**config.mk**
```make
export PLATFORM = sky130hd
export DESIGN_NAME = i2c_master_byte_sequencer_unit
export DESIGN_NICKNAME = d
export VERILOG_FILES = /design/src/sv/i2c_mbs_pkg.sv /design/src/sv/i2c_mbs_step.sv /design/src/sv/i2c_master_byte_sequencer_unit.sv
export SDC_FILE = /design/constraint.sdc
export NUM_CORES = 1
export LEC_CHECK = 0
export BUFFER_PORTS_ARGS = -buffer_cell sky130_fd_sc_hd__buf_2
export CAP_MARGIN = 25
export CELL_PAD_IN_SITES_DETAIL_PLACEMENT = 1
export CELL_PAD_IN_SITES_GLOBAL_PLACEMENT = 1
export CORE_MARGIN = 2
export CORE_UTILIZATION = 43
export DETAILED_ROUTE_END_ITERATION = 7
export PLACE_DENSITY = 0.91
export SYNTH_ARGS = -nofsm -noshare
export SYNTH_HDL_FRONTEND = slang
export SYNTH_HIERARCHICAL = 1
export SYNTH_SLANG_ARGS = --single-unit
```
**constraint.sdc**
```tcl
create_clock -name clk_i -period 4.7 [get_ports clk_i]
set_input_delay 0.47 -clock clk_i [delete_from_list [all_inputs] [get_ports clk_i]]
set_output_delay 0.47 -clock clk_i [all_outputs]
set_load 0.02 [all_outputs]
```
**src/sv/i2c_mbs_pkg.sv**
```systemverilog
// Package for the I2C master byte sequencer: action codes, step constants
// and the state and result structures. No dependencies.
package i2c_mbs_pkg;

  // Bus actions; the command field uses the same codes, zero meaning tick only.
  typedef enum logic [2:0] {
    ACT_IDLE  = 3'd0,
    ACT_START = 3'd1,
    ACT_STOP  = 3'd2,
    ACT_WRITE = 3'd3,
    ACT_READ  = 3'd4
  } action_e;

  localparam logic [3:0] StepFin  = 4'd15;
  localparam logic [3:0] ByteBits = 4'd8;
  localparam logic [7:0] TicksRst = 8'd5;

  // Register address map (word index).
  localparam logic RegPhaseTicks = 1'b0;

  // Sequencer state carried from one item to the next.
  typedef struct packed {
    action_e    action;
    logic [3:0] phase_step;
    logic [3:0] bit_count;
    logic [7:0] shift_reg;
    logic [7:0] tick_count;
    logic       scl;
    logic       sda;
    logic       drive;
    logic       ack;
    logic [7:0] rx_hold;
  } seq_state_t;

  // One result item.
  typedef struct packed {
    logic       scl;
    logic       sda_level;
    logic       sda_drive;
    logic       busy;
    logic       done;
    logic [7:0] rx_byte;
    logic       ack_seen;
  } seq_res_t;

endpackage

```
**src/sv/i2c_mbs_step.sv**
```systemverilog
// One tick of the I2C byte sequencer: next state and result from the
// current state and one registered item. Uses i2c_mbs_pkg.
module i2c_mbs_step import i2c_mbs_pkg::*; (
  input  seq_state_t state_i,
  input  logic [2:0] command_i,
  input  logic [7:0] tx_byte_i,
  input  logic       sda_in_i,
  input  logic [7:0] phase_ticks_i,
  output seq_state_t state_o,
  output seq_res_t   res_o
);

  seq_state_t s;
  logic       done;
  logic [3:0] nxt;

  always_comb begin
    s    = state_i;
    done = 1'b0;
    nxt  = 4'd0;

    // A command is taken only while idle; unknown codes act as tick only.
    if (s.action == ACT_IDLE && command_i >= 3'(ACT_START) &&
        command_i <= 3'(ACT_READ)) begin
      s.action     = action_e'(command_i);
      s.phase_step = 4'd0;
      s.bit_count  = 4'd0;
      s.tick_count = 8'd0;
      s.shift_reg  = (command_i == 3'(ACT_WRITE)) ? tx_byte_i : 8'd0;
    end

    if (s.action != ACT_IDLE) begin
      if (s.phase_step == StepFin) begin
        // Finishing tick: settle the lines and report completion.
        case (s.action)
          ACT_START: s.drive = 1'b0;
          ACT_STOP: begin
            s.scl   = 1'b0;
            s.drive = 1'b0;
          end
          ACT_WRITE: begin
            s.scl   = 1'b0;
            s.sda   = 1'b0;
            s.drive = 1'b0;
          end
          default: begin
            s.scl     = 1'b0;
            s.rx_hold = s.shift_reg;
          end
        endcase
        s.action     = ACT_IDLE;
        s.phase_step = 4'd0;
        s.bit_count  = 4'd0;
        s.tick_count = 8'd0;
        done         = 1'b1;
      end else begin
        // First tick of a segment changes the line levels.
        if (s.tick_count == 8'd0) begin
          case (s.action)
            ACT_START: begin
              if (s.phase_step == 4'd0) begin
                s.drive = 1'b1;
                s.sda   = 1'b1;
              end else if (s.phase_step == 4'd1) begin
                s.scl = 1'b1;
              end else if (s.phase_step == 4'd2) begin
                s.sda = 1'b0;
              end else begin
                s.scl = 1'b0;
              end
            end
            ACT_STOP: begin
              if (s.phase_step == 4'd0) begin
                s.drive = 1'b1;
                s.sda   = 1'b0;
              end else if (s.phase_step == 4'd1) begin
                s.scl = 1'b1;
              end else begin
                s.sda = 1'b1;
              end
            end
            ACT_WRITE: begin
              if (s.phase_step == 4'd0) begin
                s.scl   = 1'b0;
                s.drive = 1'b1;
                s.sda   = s.shift_reg[7];
              end else if (s.phase_step == 4'd1) begin
                s.scl = 1'b1;
              end else if (s.phase_step == 4'd2) begin
                s.scl   = 1'b0;
                s.drive = 1'b0;
                s.sda   = 1'b1;
              end else begin
                s.scl = 1'b1;
              end
            end
            default: begin
              if (s.phase_step == 4'd0) begin
                s.drive = 1'b0;
                s.sda   = 1'b1;
                s.scl   = 1'b1;
              end else if (s.phase_step == 4'd1) begin
                s.scl = 1'b0;
              end else if (s.phase_step == 4'd2) begin
                s.sda   = 1'b0;
                s.drive = 1'b1;
              end else begin
                s.scl = 1'b1;
              end
            end
          endcase
          s.tick_count = (phase_ticks_i == 8'd0) ? 8'd1 : phase_ticks_i;
        end
        s.tick_count = s.tick_count - 8'd1;

        // Last tick of a segment samples the bus and picks the next step.
        if (s.tick_count == 8'd0) begin
          nxt = s.phase_step + 4'd1;
          case (s.action)
            ACT_START: begin
              if (s.phase_step >= 4'd3) nxt = StepFin;
            end
            ACT_STOP: begin
              if (s.phase_step >= 4'd2) nxt = StepFin;
            end
            ACT_WRITE: begin
              if (s.phase_step == 4'd1) begin
                s.shift_reg = {s.shift_reg[6:0], 1'b0};
                s.bit_count = s.bit_count + 4'd1;
                nxt         = (s.bit_count < ByteBits) ? 4'd0 : 4'd2;
              end else if (s.phase_step >= 4'd3) begin
                s.ack = ~sda_in_i;
                nxt   = StepFin;
              end
            end
            default: begin
              if (s.phase_step == 4'd0) begin
                s.shift_reg = {s.shift_reg[6:0], sda_in_i};
              end else if (s.phase_step == 4'd1) begin
                s.bit_count = s.bit_count + 4'd1;
                nxt         = (s.bit_count < ByteBits) ? 4'd0 : 4'd2;
              end else if (s.phase_step >= 4'd3) begin
                nxt = StepFin;
              end
            end
          endcase
          s.phase_step = nxt;
        end
      end
    end

    state_o         = s;
    res_o.scl       = s.scl;
    res_o.sda_level = s.sda;
    res_o.sda_drive = s.drive;
    res_o.busy      = (s.action != ACT_IDLE);
    res_o.done      = done;
    res_o.rx_byte   = s.rx_hold;
    res_o.ack_seen  = s.ack;
  end

endmodule

```
**src/sv/i2c_master_byte_sequencer_unit.sv**
```systemverilog
// I2C master byte sequencer. Each input item is one timing tick carrying a
// command, a byte to send and the sampled data line; each item yields exactly
// one result item with the line levels, busy, done, the last received byte
// and the last ACK. One item is accepted every clock cycle unless a held result
// stalls the input; each item passes through the input register, then the
// one-tick step logic into the result register. The register phase_ticks (byte
// address 0) sets the ticks per bus delay step and may be written only while
// the block is idle. Depends on i2c_mbs_pkg and i2c_mbs_step.
module i2c_master_byte_sequencer_unit import i2c_mbs_pkg::*; (
  input  logic        clk_i,
  input  logic        rst_ni,
  // Input items
  input  logic        in_valid_i,
  output logic        in_ready_o,
  input  logic [2:0]  command_i,
  input  logic [7:0]  tx_byte_i,
  input  logic        sda_in_i,
  // Result items
  output logic        out_valid_o,
  input  logic        out_ready_i,
  output logic        scl_o,
  output logic        sda_level_o,
  output logic        sda_drive_o,
  output logic        busy_res_o,
  output logic        done_res_o,
  output logic [7:0]  rx_byte_o,
  output logic        ack_seen_o,
  // Configuration port
  input  logic        psel,
  input  logic        penable,
  input  logic        pwrite,
  input  logic [2:0]  paddr,
  input  logic [31:0] pwdata,
  output logic [31:0] prdata,
  output logic        pready
);

  logic       in_valid_q;
  logic [2:0] command_q;
  logic [7:0] tx_byte_q;
  logic       sda_in_q;
  logic       out_valid_q;
  logic       advance;
  logic [7:0] phase_ticks_q;
  seq_state_t state_q, state_d;
  seq_res_t   res_q, res_d;

  // Register interface.
  assign pready = 1'b1;
  assign prdata = (paddr[2] == RegPhaseTicks) ? {24'd0, phase_ticks_q} : 32'd0;

  always_ff @(posedge clk_i or negedge rst_ni) begin
    if (!rst_ni) begin
      phase_ticks_q <= TicksRst;
    end else if (psel && penable && pwrite && paddr[2] == RegPhaseTicks) begin
      phase_ticks_q <= pwdata[7:0];
    end
  end

  // Handshake: the result register moves on when empty or taken.
  assign advance     = !out_valid_q || out_ready_i;
  assign in_ready_o  = !in_valid_q || advance;
  assign out_valid_o = out_valid_q;

  // Input register.
  always_ff @(posedge clk_i or negedge rst_ni) begin
    if (!rst_ni) begin
      in_valid_q <= 1'b0;
    end else if (in_ready_o) begin
      in_valid_q <= in_valid_i;
    end
  end

  always_ff @(posedge clk_i) begin
    if (in_ready_o && in_valid_i) begin
      command_q <= command_i;
      tx_byte_q <= tx_byte_i;
      sda_in_q  <= sda_in_i;
    end
  end

  // One tick of the sequencer.
  i2c_mbs_step u_step (
    .state_i       (state_q),
    .command_i     (command_q),
    .tx_byte_i     (tx_byte_q),
    .sda_in_i      (sda_in_q),
    .phase_ticks_i (phase_ticks_q),
    .state_o       (state_d),
    .res_o         (res_d)
  );

  // Sequencer state and result register.
  always_ff @(posedge clk_i or negedge rst_ni) begin
    if (!rst_ni) begin
      out_valid_q <= 1'b0;
      state_q     <= '{action: ACT_IDLE, default: '0};
    end else if (advance) begin
      out_valid_q <= in_valid_q;
      if (in_valid_q) begin
        state_q <= state_d;
      end
    end
  end

  always_ff @(posedge clk_i) begin
    if (advance && in_valid_q) begin
      res_q <= res_d;
    end
  end

  assign scl_o       = res_q.scl;
  assign sda_level_o = res_q.sda_level;
  assign sda_drive_o = res_q.sda_drive;
  assign busy_res_o  = res_q.busy;
  assign done_res_o  = res_q.done;
  assign rx_byte_o   = res_q.rx_byte;
  assign ack_seen_o  = res_q.ack_seen;

endmodule

```
==> flow_metrics.tcl <==
set metrics [dict create \
    clock_latency_ns 0.34 \
    clock_path_buffers 2 \
    nNetsFinal 576 \
    drc_errors 0 \
    hold_class "input port to async pin" \
    routed_wl_um 14500 \
    synthXorXnorAreaFrac_pct 0.349 \
    die_w_um 112 \
    p_seq_share_pct 33.4 \
    p_per_area_nw_per_um2 551 \
    final_common_cell "buf_2" \
    rr_startpoint "command_q[1]" \
    end_kind "flip-flop" \
    portBuffers 51 \
    die_area_um2 12600 \
    h-tree-depth 3 \
    core_area_um2 11400 \
    synth-edff-count 26 \
    cts_buffers 9 \
    cts_setup_buffers 0 \
    maxSlewHeadroom_pct 35.1 \
    setup_violations 0 \
    cp_max_fo 16 \
    dr_total_vias 4038 \
    grt_pass1_wl_um 23500 \
    critical_path.startpoint "command_q[1]" \
    synthAdderAreaFrac_pct 1.25 \
    rsz0062_at_grt "false" \
    area_growth_pct 8.28 \
    cts_sinks 75 \
    use_met1_pct 28.9 \
    ys_seq_area_share_pct 40.0 \
    cts_tree "built" \
    synth-seq-cells 75 \
    drv_cap 0 \
    status "finished, final reports clean" \
    skew_ns 0.00756 \
    avgRoutedWirePerCell_um 21.8 \
    synth_top_family_by_area "simple AND/OR/NAND/NOR gates" \
    p_int_mw 1.77 \
    cts_hold_buffers 0 \
    p_switching_mw 1.22 \
    gr-usage-all-layers_pct 23.8 \
    clock.fmax_ghz 0.263 \
    hold_ws_ns 0.249 \
    crit_type "flip-flop to flip-flop" \
    synth_cells 490 \
    arrival_ns 4.09 \
    yosysWarnings 6 \
    num_io_pins 103 \
    p_sw_share_pct 40.9 \
    drive_gt1_share_pct 26.8 \
    p_leak_nw 2.47 \
    cp.required_ns 4.98 \
    final_antenna_net_count 0 \
    final_cells 665 \
    fin_setup_tns_ns 0 \
    async_reset_ff_share_pct 65.3 \
    netlist_area_um2 5020 \
    yosys.area_share.simple_pct 17.1 \
    vdd_drop_max_mv 0.218 \
    globalplace.congestion 0.912 \
    final_cell_mix "buf_2, dfrtp_1, nand2_1, mux2_4, nor2_1" \
    use_met3_pct 4.86 \
    hold_violations 0 \
    p_clk_share_pct 23.9 \
    period_minus_slack_ns 3.80 \
    cts-resized-gates 0 \
    clk_pin_slew_worst_paths_ns 0.07 \
    drtPass1Iterations 5 \
    slew_viol_final 0 \
    drtIter0Drc 251 \
    syn_avg_cell_area_um2 10.2 \
    diodes 0 \
    synthFlopType "dfrtp_1" \
    min_period_over_period_pct 80.9 \
    worst_slew_pin_slew_ns 0.966 \
    critPathLaunchType "flip-flop" \
    placed_cells 649 \
    via_per_inst 6.07 \
    clock-root-buffer "clkbuf_16" \
    start_util_pct 44.0 \
    ys_types 70 \
    combinationalPowerShare_pct 42.8 \
    rows 39 \
    gr-total-overflow 0 \
    synthMuxAreaShare_pct 15.7 \
    synth-compound-area-share_pct 15.7 \
    antenna_found_initial 0 \
    grt_max_degree 50 \
    globalRoute.busiestLayer "met2" \
    grt_pass1_vias 4313 \
    dp_hpwl_um 9150 \
    die_h_um 112 \
    globalRouteMet2Util_pct 39.5 \
]
cells by family (layout without fill, tap and decap cells):
| family | after synthesis | after routing |
|---|---|---|
| fa+ha+maj | 5 | 5 |
| xor+xnor | 2 | 2 |
| compound gates | 116 | 116 |
| flops | 75 | 75 |
| other cells | 2 | 25 |
| mux | 58 | 58 |
| simple gates | 155 | 155 |
| buf+inv | 77 | 86 |
synth_stat cells, drive strengths merged (3+ instances only):
library cell / n / area share [%]
buf: 52 / 7.9
mux2: 48 / 14
dfrtp: 47 / 23
nand2: 47 / 3.7
nor2: 32 / 2.4
o21ai: 29 / 3.0
a21oi: 28 / 2.9
edfxtp: 26 / 16
inv: 14 / 1.0
nor2b: 13 / 1.6
and3: 11 / 1.4
clkbuf: 11 / 0.82
mux2i: 10 / 2.0
nand3: 9 / 0.90
o22ai: 9 / 1.1
nand2b: 8 / 1.1
and2: 7 / 0.87
a31oi: 6 / 0.87
nor3: 6 / 1.0
nor4: 6 / 1.6
ha: 5 / 1.2
nand4: 5 / 0.62
o211ai: 5 / 0.75
a21o: 4 / 0.60
or2: 4 / 0.50
a211o: 3 / 0.52
a21boi: 3 / 0.45
a221oi: 3 / 0.52
a22oi: 3 / 0.45
stage by stage:
step	utilization [%]	instance area, µm²	worst slack, ns	power [mW]
2_1_floorplan	-	5100	0.967	1.95
3_3_place_gp	45.0	5140	1.26	2.11
3_5_place_dp	45.0	5140	1.09	2.21
4_1_cts	47.6	5430	1.00	2.97
5_1_grt	47.6	5430	0.684	3.13
6_report	47.6	5430	0.897	2.99
worst max-delay path: stages (launching register included):
cell	delay (ns)
edfxtp_1	0.51
or3_1	0.54
nand3_1	0.25
nand2_1	0.16
inv_1	0.13
ha_1	0.29
nand3_1	0.20
nor2_1	0.42
nand2_1	0.44
o21ai_0	0.57
mux2_4	0.23
sequential cells by signal, summed over array words and instances, names as in the netlist, 3 cells and up:
signal / flops
command_q: 3
phase_ticks_q: 8
rx_byte_o: 8
state_q: 39
tx_byte_q: 8
area by class of cell:
class                      count  area, µm²
inverter                      14       52.6
clock inverter                 6       66.3
clock buffer                  10        229
fill                        1315       5980
timing repair buffer          56        293
sequential                    75       2010
multi-input combinational    361       2610
tap                          143        179
final timing paths:
| check | endpoint | slack [ns] | cells after the start |
|---|---|---|---|
| max | state_q[0] | 0.90 | 10 |
| min | state_q[6] | 0.25 | 2 |
| max reg2reg | state_q[0] | 0.90 | 10 |
| min reg2reg | state_q[20] | 0.52 | 1 |
| max in group asynchronous | out_valid_o | 4.00 | 2 |
| min in group clk_i | tx_byte_q[3] | 0.31 | 1 |
power by group through the flow:
stage	Sequential (mW)	Clock, mW	Combinational [mW]
3_5_place_dp	0.995	0	1.21
5_1_grt	1.02	0.743	1.37
6_report	0.998	0.714	1.28
2_1_floorplan	0.945	0	1.00
4_1_cts	0.991	0.721	1.26
3_3_place_gp	0.978	0	1.14
per-layer routing:
layer  part of all wire, %  vias up  wire (µm)
met2                    50      177       7330
met5                     0        -          0
met3                   5.6       52        818
met4                   4.1        0        599
met1                    40     2037       5780
li1                      -     1772          -
Note: power is estimated with default switching activity, not from simulation.
